`config.mk`:
```
export PLATFORM = sky130hd
export DESIGN_NAME = dual_imu_velocity_distance_estimator_top
export DESIGN_NICKNAME = d
export VERILOG_FILES = /design/src/hw/rtl/imuvd_pkg.sv /design/src/hw/rtl/imuvd_engine.sv /design/src/hw/rtl/dual_imu_velocity_distance_estimator_top.sv
export SDC_FILE = /design/constraint.sdc
export NUM_CORES = 2
export LEC_CHECK = 0
export BUFFER_PORTS_ARGS = -buffer_cell sky130_fd_sc_hd__buf_4
export CAP_MARGIN = 20
export CORE_MARGIN = 3
export CORE_UTILIZATION = 50
export DETAILED_ROUTE_END_ITERATION = 8
export PLACE_DENSITY = 0.67
export SLEW_MARGIN = 0
export SYNTH_ARGS = -nofsm -noshare
export SYNTH_HDL_FRONTEND = slang
export SYNTH_HIERARCHICAL = 1
export SYNTH_SLANG_ARGS = --single-unit
```
`constraint.sdc`:
```
create_clock -name clock -period 15.65 [get_ports clock]
set_clock_uncertainty 0.2 [all_clocks]
set_input_delay 4.695 -clock clock [delete_from_list [all_inputs] [get_ports clock]]
set_output_delay 4.695 -clock clock [all_outputs]
set_load 0.05 [all_outputs]
```
`src/hw/rtl/imuvd_pkg.sv`:
```
`default_nettype none

package imuvd_pkg;

   localparam int SAMPLE_RATE_DEFAULT = 416;

   localparam int AXES        = 3;
   localparam int ROOT_STEPS  = 24;
   localparam int RECIP_STEPS = 4;

   localparam logic [15:0] ACCEL_OFFSET_RESET = 16'd1000;
   localparam logic [15:0] VEL_THRESHOLD_RESET = 16'd10;

   localparam logic REG_ACCEL_OFFSET    = 1'b0;
   localparam logic REG_VEL_THRESHOLD   = 1'b1;

   localparam logic signed [24:0] REL_MAX = 25'sh0FF_FFFF;
   localparam logic signed [24:0] REL_MIN = -25'sh100_0000;
   localparam logic signed [47:0] ACC_MAX = 48'sh7FFF_FFFF_FFFF;
   localparam logic signed [47:0] ACC_MIN = -48'sh7FFF_FFFF_FFFF - 48'sd1;
   localparam logic [30:0]        DIST_MAX = 31'h7FFF_FFFF;

   typedef struct packed {
      logic [15:0] accel_offset;
      logic [15:0] velocity_threshold;
   } cfg_type;

   typedef struct packed {
      logic signed [15:0] first_x;
      logic signed [15:0] first_y;
      logic signed [15:0] first_z;
      logic signed [15:0] second_x;
      logic signed [15:0] second_y;
      logic signed [15:0] second_z;
      logic [15:0]        range_reading;
   } sample_type;

   typedef struct packed {
      logic signed [24:0] rel_accel_q8;
      logic signed [47:0] velocity_total;
      logic [30:0]        distance_estimate_q8;
   } result_type;

endpackage

`default_nettype wire

```
`src/hw/rtl/imuvd_engine.sv`:
```
`default_nettype none

module imuvd_engine import imuvd_pkg::*; #(
   parameter int SAMPLE_RATE = SAMPLE_RATE_DEFAULT
) (
   input  wire        clock,
   input  wire        reset,
   input  wire cfg_type    cfg,
   input  wire        req_valid,
   input  wire sample_type req_sample,
   output logic       req_ready,
   output logic       res_valid,
   input  wire        res_take,
   output result_type res
);

   localparam int          RATE    = (SAMPLE_RATE < 1) ? 1 : SAMPLE_RATE;
   localparam logic [16:0] RATE_OP = 17'(RATE);
   localparam logic [31:0] RATE_W  = 32'(RATE);
   localparam logic [31:0] DIVISOR = RATE_W * RATE_W;

   // floor(n / DIVISOR) == (n * RECIP) >> RECIP_SHIFT for every n below 2^47
   localparam int          RECIP_SHIFT = 47 + $clog2(DIVISOR);
   localparam logic [95:0] RECIP_FULL  =
      ((96'd1 << RECIP_SHIFT) + 96'(DIVISOR) - 96'd1) / 96'(DIVISOR);
   localparam logic [47:0] RECIP       = RECIP_FULL[47:0];

   localparam logic [3:0] S_IDLE = 4'd0;
   localparam logic [3:0] S_SQ   = 4'd1;
   localparam logic [3:0] S_ROOT = 4'd2;
   localparam logic [3:0] S_REL  = 4'd3;
   localparam logic [3:0] S_ACC  = 4'd4;
   localparam logic [3:0] S_CMP  = 4'd5;
   localparam logic [3:0] S_DIV  = 4'd6;
   localparam logic [3:0] S_FIN  = 4'd7;
   localparam logic [3:0] S_DONE = 4'd8;

   logic [3:0]         state_ff, state_in;
   logic [5:0]         cnt_ff, cnt_in;
   logic               imu_ff, imu_in;
   logic signed [15:0] axis_ff [2*AXES];
   logic signed [15:0] axis_in [2*AXES];
   logic [15:0]        range_ff, range_in;
   logic [31:0]        sum_ff, sum_in;
   logic [47:0]        work_ff, work_in;
   logic [31:0]        rem_ff, rem_in;
   logic [23:0]        root_ff, root_in;
   logic [23:0]        mag_a_ff, mag_a_in;
   logic [31:0]        thrp_ff, thrp_in;
   logic signed [24:0] rel_ff, rel_in;
   logic signed [47:0] acc_ff, acc_in;
   logic               over_ff, over_in;
   logic [95:0]        prod_ff, prod_in;
   logic [30:0]        dist_ff, dist_in;

   logic [2:0]         axis_idx;
   logic [23:0]        n_limb, m_limb;
   logic signed [24:0] mul_a, mul_b;
   logic signed [49:0] mul_p;
   logic [95:0]        part_sh;
   logic [33:0]        sub_a, sub_b;
   logic [34:0]        sub_d;
   logic               sub_ge;
   logic [31:0]        sum_next;
   logic signed [26:0] rel_wide;
   logic signed [48:0] acc_wide;
   logic [95:0]        quot_sh;
   logic [47:0]        quot;
   logic [48:0]        dist_wide;

   assign axis_idx = cnt_ff[2:0] + (imu_ff ? 3'(AXES) : 3'd0);
   assign n_limb   = cnt_ff[1] ? work_ff[47:24] : work_ff[23:0];
   assign m_limb   = cnt_ff[0] ? RECIP[47:24] : RECIP[23:0];

   // shared multiplier: axis squares, threshold * rate, reciprocal partial products
   always_comb begin
      if (state_ff == S_REL) begin
         mul_a = $signed({9'd0, cfg.velocity_threshold});
         mul_b = $signed({8'd0, RATE_OP});
      end else if (state_ff == S_DIV) begin
         mul_a = $signed({1'b0, n_limb});
         mul_b = $signed({1'b0, m_limb});
      end else begin
         mul_a = {{9{axis_ff[axis_idx][15]}}, axis_ff[axis_idx]};
         mul_b = {{9{axis_ff[axis_idx][15]}}, axis_ff[axis_idx]};
      end
   end
   assign mul_p = mul_a * mul_b;

   always_comb begin
      case (cnt_ff[1:0])
         2'd0:    part_sh = {48'd0, mul_p[47:0]};
         2'd3:    part_sh = {mul_p[47:0], 48'd0};
         default: part_sh = {24'd0, mul_p[47:0], 24'd0};
      endcase
   end

   // trial subtractor: root digits
   assign sub_a  = {6'd0, rem_ff[25:0], work_ff[47:46]};
   assign sub_b  = {8'd0, root_ff, 2'b01};
   assign sub_d  = {1'b0, sub_a} - {1'b0, sub_b};
   assign sub_ge = ~sub_d[34];

   assign sum_next = sum_ff + mul_p[31:0];
   assign rel_wide = $signed({3'd0, root_ff}) - $signed({3'd0, mag_a_ff})
                   - $signed({3'd0, cfg.accel_offset, 8'd0});
   assign acc_wide = {acc_ff[47], acc_ff} + {{24{rel_ff[24]}}, rel_ff};
   assign quot_sh   = prod_ff >> RECIP_SHIFT;
   assign quot      = over_ff ? quot_sh[47:0] : 48'd0;
   assign dist_wide = {25'd0, range_ff, 8'd0} + {1'b0, quot};

   always_comb begin
      state_in = state_ff;
      cnt_in   = cnt_ff;
      imu_in   = imu_ff;
      axis_in  = axis_ff;
      range_in = range_ff;
      sum_in   = sum_ff;
      work_in  = work_ff;
      rem_in   = rem_ff;
      root_in  = root_ff;
      mag_a_in = mag_a_ff;
      thrp_in  = thrp_ff;
      rel_in   = rel_ff;
      acc_in   = acc_ff;
      over_in  = over_ff;
      prod_in  = prod_ff;
      dist_in  = dist_ff;
      req_ready = 1'b0;
      res_valid = 1'b0;
      case (state_ff)
         S_IDLE: begin
            req_ready = 1'b1;
            if (req_valid) begin
               axis_in[0] = req_sample.first_x;
               axis_in[1] = req_sample.first_y;
               axis_in[2] = req_sample.first_z;
               axis_in[3] = req_sample.second_x;
               axis_in[4] = req_sample.second_y;
               axis_in[5] = req_sample.second_z;
               range_in   = req_sample.range_reading;
               sum_in     = 32'd0;
               cnt_in     = 6'd0;
               imu_in     = 1'b0;
               state_in   = S_SQ;
            end
         end
         S_SQ: begin
            sum_in = sum_next;
            cnt_in = cnt_ff + 6'd1;
            if (cnt_ff == 6'(AXES - 1)) begin
               cnt_in   = 6'd0;
               work_in  = {sum_next, 16'd0};
               rem_in   = 32'd0;
               root_in  = 24'd0;
               state_in = S_ROOT;
            end
         end
         S_ROOT: begin
            root_in = {root_ff[22:0], sub_ge};
            rem_in  = sub_ge ? sub_d[31:0] : sub_a[31:0];
            work_in = {work_ff[45:0], 2'b00};
            cnt_in  = cnt_ff + 6'd1;
            if (cnt_ff == 6'(ROOT_STEPS - 1)) begin
               cnt_in = 6'd0;
               if (!imu_ff) begin
                  mag_a_in = {root_ff[22:0], sub_ge};
                  imu_in   = 1'b1;
                  sum_in   = 32'd0;
                  state_in = S_SQ;
               end else begin
                  state_in = S_REL;
               end
            end
         end
         S_REL: begin
            if (rel_wide > $signed({{2{REL_MAX[24]}}, REL_MAX})) begin
               rel_in = REL_MAX;
            end else if (rel_wide < $signed({{2{REL_MIN[24]}}, REL_MIN})) begin
               rel_in = REL_MIN;
            end else begin
               rel_in = rel_wide[24:0];
            end
            thrp_in  = mul_p[31:0];
            state_in = S_ACC;
         end
         S_ACC: begin
            if (acc_wide[48] != acc_wide[47]) begin
               acc_in = acc_wide[48] ? ACC_MIN : ACC_MAX;
            end else begin
               acc_in = acc_wide[47:0];
            end
            state_in = S_CMP;
         end
         S_CMP: begin
            over_in  = acc_ff > $signed({8'd0, thrp_ff, 8'd0});
            work_in  = acc_ff;
            prod_in  = 96'd0;
            cnt_in   = 6'd0;
            state_in = over_in ? S_DIV : S_FIN;
         end
         S_DIV: begin
            prod_in = prod_ff + part_sh;
            cnt_in  = cnt_ff + 6'd1;
            if (cnt_ff == 6'(RECIP_STEPS - 1)) begin
               state_in = S_FIN;
            end
         end
         S_FIN: begin
            dist_in  = (|dist_wide[48:31]) ? DIST_MAX : dist_wide[30:0];
            state_in = S_DONE;
         end
         S_DONE: begin
            res_valid = 1'b1;
            if (res_take) begin
               state_in = S_IDLE;
            end
         end
         default: begin
            state_in = S_IDLE;
         end
      endcase
   end

   always_ff @(posedge clock) begin
      if (reset) begin
         state_ff <= S_IDLE;
         cnt_ff   <= 6'd0;
         imu_ff   <= 1'b0;
         acc_ff   <= 48'sd0;
      end else begin
         state_ff <= state_in;
         cnt_ff   <= cnt_in;
         imu_ff   <= imu_in;
         acc_ff   <= acc_in;
      end
   end

   always_ff @(posedge clock) begin
      axis_ff  <= axis_in;
      range_ff <= range_in;
      sum_ff   <= sum_in;
      work_ff  <= work_in;
      rem_ff   <= rem_in;
      root_ff  <= root_in;
      mag_a_ff <= mag_a_in;
      thrp_ff  <= thrp_in;
      rel_ff   <= rel_in;
      over_ff  <= over_in;
      prod_ff  <= prod_in;
      dist_ff  <= dist_in;
   end

   assign res.rel_accel_q8         = rel_ff;
   assign res.velocity_total       = acc_ff;
   assign res.distance_estimate_q8 = dist_ff;

   a_start: assert property (@(posedge clock) disable iff (reset)
      (state_ff == S_IDLE && req_valid) |=>
         (state_ff == S_SQ && cnt_ff == 6'd0 && sum_ff == 32'd0))
      else $error("request not started cleanly");

   a_root_rem: assert property (@(posedge clock) disable iff (reset)
      (state_ff == S_ROOT) |-> (rem_ff <= {7'd0, root_ff, 1'b0}))
      else $error("root remainder out of bound");

   a_div_steps: assert property (@(posedge clock) disable iff (reset)
      (state_ff == S_DIV) |-> (over_ff && cnt_ff < 6'(RECIP_STEPS)))
      else $error("reciprocal step counter overrun");

   a_steps: assert property (@(posedge clock) disable iff (reset)
      (state_ff == S_ROOT) |-> (cnt_ff < 6'(ROOT_STEPS)))
      else $error("step counter overrun");

   a_hold: assert property (@(posedge clock) disable iff (reset)
      (res_valid && !res_take) |=>
         (res_valid && $stable(acc_ff) && $stable(dist_ff) && $stable(rel_ff)))
      else $error("result changed while waiting");

endmodule

`default_nettype wire

```
`src/hw/rtl/dual_imu_velocity_distance_estimator_top.sv`:
```
// channel  | direction | handshake              | payload
// req      | in        | req_tvalid/req_tready  | req_tdata: 7 x 16-bit sample fields
// rsp      | out       | rsp_tvalid/rsp_tready  | rsp_tdata: rel accel, velocity, distance
// csr      | in        | APB, pready tied high  | accel_offset @0x0, velocity_threshold @0x4
//
// A request runs S_SQ and S_ROOT per IMU, then S_REL, S_ACC, S_CMP, S_DIV when the
// distance is extrapolated, and S_FIN; the two 24-step square roots run on one shared
// trial subtractor, the axis squares, the threshold product and the 4-step reciprocal
// multiply for the division by SAMPLE_RATE squared on one 25x25 multiplier.
// Synchronous reset clears the accumulator and restores register defaults.
// A new request is taken once the previous result has moved to the output
// register; a stalled rsp holds the engine in its final state.
`default_nettype none

module dual_imu_velocity_distance_estimator_top import imuvd_pkg::*; #(
   parameter int SAMPLE_RATE = SAMPLE_RATE_DEFAULT
) (
   input  wire          clock,
   input  wire          reset,
   input  wire          req_tvalid,
   output logic         req_tready,
   // first_x, first_y, first_z, second_x, second_y, second_z, range_reading
   input  wire  [111:0] req_tdata,
   output logic         rsp_tvalid,
   input  wire          rsp_tready,
   // rel_accel_q8 [24:0], velocity_total [72:25], distance_estimate_q8 [103:73]
   output logic [103:0] rsp_tdata,
   input  wire          csr_psel,
   input  wire          csr_penable,
   input  wire          csr_pwrite,
   input  wire  [2:0]   csr_paddr,
   input  wire  [31:0]  csr_pwdata,
   output logic [31:0]  csr_prdata,
   output logic         csr_pready
);

   cfg_type     cfg_ff, cfg_in;
   logic        rsp_valid_ff, rsp_valid_in;
   result_type  rsp_data_ff;
   sample_type  sample;
   result_type  res;
   logic        res_valid;
   logic        res_take;
   logic        csr_write;

   assign csr_pready = 1'b1;
   assign csr_write  = csr_psel & csr_penable & csr_pwrite & csr_pready;

   always_comb begin
      cfg_in = cfg_ff;
      if (csr_write) begin
         case (csr_paddr[2])
            REG_ACCEL_OFFSET:  cfg_in.accel_offset       = csr_pwdata[15:0];
            REG_VEL_THRESHOLD: cfg_in.velocity_threshold = csr_pwdata[15:0];
            default: ;
         endcase
      end
   end

   always_comb begin
      case (csr_paddr[2])
         REG_ACCEL_OFFSET:  csr_prdata = {16'd0, cfg_ff.accel_offset};
         REG_VEL_THRESHOLD: csr_prdata = {16'd0, cfg_ff.velocity_threshold};
         default:           csr_prdata = 32'd0;
      endcase
   end

   assign sample.first_x       = req_tdata[15:0];
   assign sample.first_y       = req_tdata[31:16];
   assign sample.first_z       = req_tdata[47:32];
   assign sample.second_x      = req_tdata[63:48];
   assign sample.second_y      = req_tdata[79:64];
   assign sample.second_z      = req_tdata[95:80];
   assign sample.range_reading = req_tdata[111:96];

   imuvd_engine #(
      .SAMPLE_RATE (SAMPLE_RATE)
   ) u_engine (
      .clock      (clock),
      .reset      (reset),
      .cfg        (cfg_ff),
      .req_valid  (req_tvalid),
      .req_sample (sample),
      .req_ready  (req_tready),
      .res_valid  (res_valid),
      .res_take   (res_take),
      .res        (res)
   );

   assign res_take     = res_valid & (~rsp_valid_ff | rsp_tready);
   assign rsp_valid_in = res_take | (rsp_valid_ff & ~rsp_tready);

   always_ff @(posedge clock) begin
      if (reset) begin
         cfg_ff.accel_offset       <= ACCEL_OFFSET_RESET;
         cfg_ff.velocity_threshold <= VEL_THRESHOLD_RESET;
         rsp_valid_ff              <= 1'b0;
      end else begin
         cfg_ff       <= cfg_in;
         rsp_valid_ff <= rsp_valid_in;
      end
   end

   always_ff @(posedge clock) begin
      if (res_take) begin
         rsp_data_ff <= res;
      end
   end

   assign rsp_tvalid = rsp_valid_ff;
   assign rsp_tdata  = {rsp_data_ff.distance_estimate_q8,
                        rsp_data_ff.velocity_total,
                        rsp_data_ff.rel_accel_q8};

endmodule

`default_nettype wire
```
==> results.yml <==
run_status:
  run_status: "finished clean"
timing:
  setup_tns_ns: 0
  tightestPinTransition_ns: 1.14
  rsz0062_at_grt: "no"
  slew_headroom_pct: 23.4
  finalSetupViolations: 0
  hold_ws_ns: 0.221
  max_freq_mhz: 66.7
  drv_slew: 0
  timing_hold_violations_final: 0
  fin_crit_ns: 15.00
  period_share_pct: 95.8
route:
  highest_layer: "met5"
  route.detailed.drc: 0
  route.met2.wl_mm: 84.4
  route.vias.total: 47600
  drt-wirelength-per-cell_um: 23.4
  via_per_inst: 5.83
  wirelength_met1_mm: 78.3
  drt_iter0_drc: 4576
  wl_met3_mm: 17.7
  drtPass1Iterations: 6
  totalWireLength_mm: 191
  drtAntennaViolNets: 0
clocking:
  cts_tree: "done"
  htree_levels: 3
  postCtsSetupRepairBufs: 0
  insertion_delay_ns: 0.68
  cts_buffer_depth: 3
  cts-resized-gates: 0
  clock_sinks: 647
  path_clk_slew_ns: 0.06
  clockRootBuffer: "clkbuf_16"
  cts_made_buffers: 75
  ctsHoldBuffers: 0
min_path:
  hp-class: "flip-flop to flip-flop"
critical_path:
  endpoint: "u_engine/prod_ff[70]$_SDFFCE_PN0N_"
  r2r-start: "u_engine/imu_ff$_SDFFE_PP0P_"
  crit_start: "u_engine/imu_ff$_SDFFE_PP0P_"
  crit_fanout: 13
  rrSetupSlack_ns: 0.65
  cp-start-kind: "flip-flop"
  reg2reg_depth: 45
  cpPeakStageDelay_ns: 0.70
  critPathKind: "flip-flop to flip-flop"
  rr_endpoint: "u_engine/prod_ff[70]$_SDFFCE_PN0N_"
  cp-end-kind: "flip-flop"
  slowest_stage: "fa_2"
  cp.arrival_ns: 15.31
  cp_common_cell: "fa_1"
  cp.required_ns: 15.97
floorplanning:
  fp.coreArea_um2: 121000
  io_pins: 293
  num_rows: 127
  start_util_pct: 50.6
  fp.dieH_um: 355
  design.die.area_um2: 126000
  dieWidth_um: 355
global_routing:
  antenna_found_initial: 15
  grt_pass1_wl_mm: 286
  first_global_vias: 47000
  grt_use_total_pct: 30.1
  grt_max_degree: 74
  grt_overflow: 0
job:
  maxCapViolations: 0
synth:
  ys_seq_elements: 647
  netlist.area_leader.share_pct: 27.3
  synth_area_leaders: "edfxtp_1 (27%), fa_1 (20%), ha_1 (9.1%)"
  async_reset_ff_share_pct: 0
  synth_ff_type: "edfxtp_1"
  ys_top_cells_by_count: "inv_1 (942), fa_1 (622), nor2_1 (580), edfxtp_1 (555), nand2_1 (537)"
  synthDistinctLibCells: 88
  synth_edf_count: 555
  synth_top_area_cell: "edfxtp_1"
  synth_cells: 6261
  yosys.cell_count.top_type: "inv_1"
  yosysSeqAreaShare_pct: 30.3
  yosysWarnings: 6
  synth_area_um2: 61100
  synth.avg_cell_area_um2: 9.75
place:
  gp_congestion: 1.02
  io_buffer_count: 257
  place_hpwl_mm: 150
final_layout:
  layout-drive-gt1-share_pct: 9.72
  area_growth_pct: 10.7
  utilization_pct: 56.0
  nNetsFinal: 7703
-- per-stage QoR --
stage / cells / cell area, um^2 / worst slack [ns]
6_report: 8163 / 67600 / 0.655
5_1_grt: 8159 / 67500 / 0.000707
4_1_cts: 8156 / 67500 / 0.986
3_5_place_dp: 8018 / 65000 / 1.03
3_3_place_gp: 8016 / 65000 / 1.08
2_1_floorplan: 6282 / 61100 / 2.72
-- critical path, delay by kind of cell, from the launching register on --
| kind | cells | cell delay (ns) |
|---|---|---|
| adder cells (fa/ha/maj) | 11 | 5.36 |
| AO/OA/AOI/OAI | 16 | 4.97 |
| AND/OR/NAND/NOR | 7 | 1.76 |
| buffers and inverters | 8 | 1.08 |
| multiplexers | 2 | 0.80 |
| flip-flops | 1 | 0.46 |
| XOR/XNOR | 1 | 0.20 |
-- placed cells by master, fill, tap and decap left out, types with 14 or more instances in the layout --
cell type	count
and3_1	54
mux2_2	34
a31oi_1	31
nor3_1	78
o21ai_0	218
o31ai_1	22
nor2_1	575
mux4_2	16
clkbuf_16	79
a22o_1	50
o21bai_1	45
a211oi_2	33
o21a_1	29
dfxtp_1	92
nand2_1	536
or3_1	31
xor2_1	101
nand2b_1	98
buf_4	365
o211ai_1	21
edfxtp_1	555
or2_2	21
fa_1	621
a211oi_1	60
xnor2_1	165
nor3b_1	14
nand4_1	60
a21o_1	162
conb_1	25
a21oi_1	323
o21ai_1	17
inv_1	941
nand3_1	108
and2_1	86
nor2b_1	57
a21boi_0	18
mux2i_1	80
a22oi_1	34
ha_1	441
-- routing by layer --
layer,vias up,GRT usage [%]
met3,475,6.17
met2,2100,45.8
li1,21500,-
met1,23500,41.1
met4,6,14.3
met5,-,0
-- worst min-delay path by stage --
| stage | from | endpoint | slack (ns) | cells past startpoint |
|---|---|---|---|---|
| after floorplan | u_engine/dist_ff[27]$_SDFFCE_PP1P_ | rsp_tdata[100]$_DFFE_PP_ | 0.20 | 0 |
| after global placement | u_engine/dist_ff[7]$_SDFFCE_PP1P_ | rsp_tdata[80]$_DFFE_PP_ | 0.20 | 0 |
| after detailed placement | u_engine/dist_ff[9]$_SDFFCE_PP1P_ | rsp_tdata[82]$_DFFE_PP_ | 0.21 | 0 |
| after CTS | u_engine/dist_ff[15]$_SDFFCE_PP1P_ | rsp_tdata[88]$_DFFE_PP_ | 0.22 | 0 |
| after global routing | u_engine/dist_ff[9]$_SDFFCE_PP1P_ | rsp_tdata[82]$_DFFE_PP_ | 0.23 | 0 |
| final | u_engine/dist_ff[8]$_SDFFCE_PP1P_ | rsp_tdata[81]$_DFFE_PP_ | 0.22 | 0 |
-- layout make-up --
class | instances | area [um^2]
tap | 1612 | 2020
sequential | 647 | 18500
clock buffer | 93 | 2040
antenna | 5 | 12.5
timing repair buffer | 369 | 2800
fill | 10600 | 53000
multi-input combinational | 4448 | 38200
clock inverter | 45 | 468
inverter | 944 | 3550
-- sequential cells by signal (all words and copies together) (netlist names), 4 cells and up --
name	cells
rsp_tdata	104
u_engine/axis_ff	96
u_engine/prod_ff	96
u_engine/acc_ff	48
u_engine/work_ff	48
cfg_ff	32
u_engine/sum_ff	32
u_engine/thrp_ff	32
u_engine/dist_ff	31
u_engine/rem_ff	26
u_engine/rel_ff	25
u_engine/mag_a_ff	24
u_engine/root_ff	24
u_engine/range_ff	16
u_engine/cnt_ff	6
u_engine/state_ff	4
-- kinds of logic (layout without fill, tap and decap cells) --
family / after synthesis / in the layout / share of synthesized area [%]
other cells: 4 / 30 / 0.0246
compound gates: 1178 / 1178 / 12.8
xor+xnor: 272 / 272 / 3.91
buf+inv: 1187 / 1451 / 7.55
mux: 130 / 130 / 2.53
fa+ha+maj: 1064 / 1064 / 29.5
flops: 647 / 647 / 30.3
simple gates: 1779 / 1779 / 13.4
Power is not shown: default switching activity piles up to over one toggle a cycle in this logic, so the estimate is an artifact.
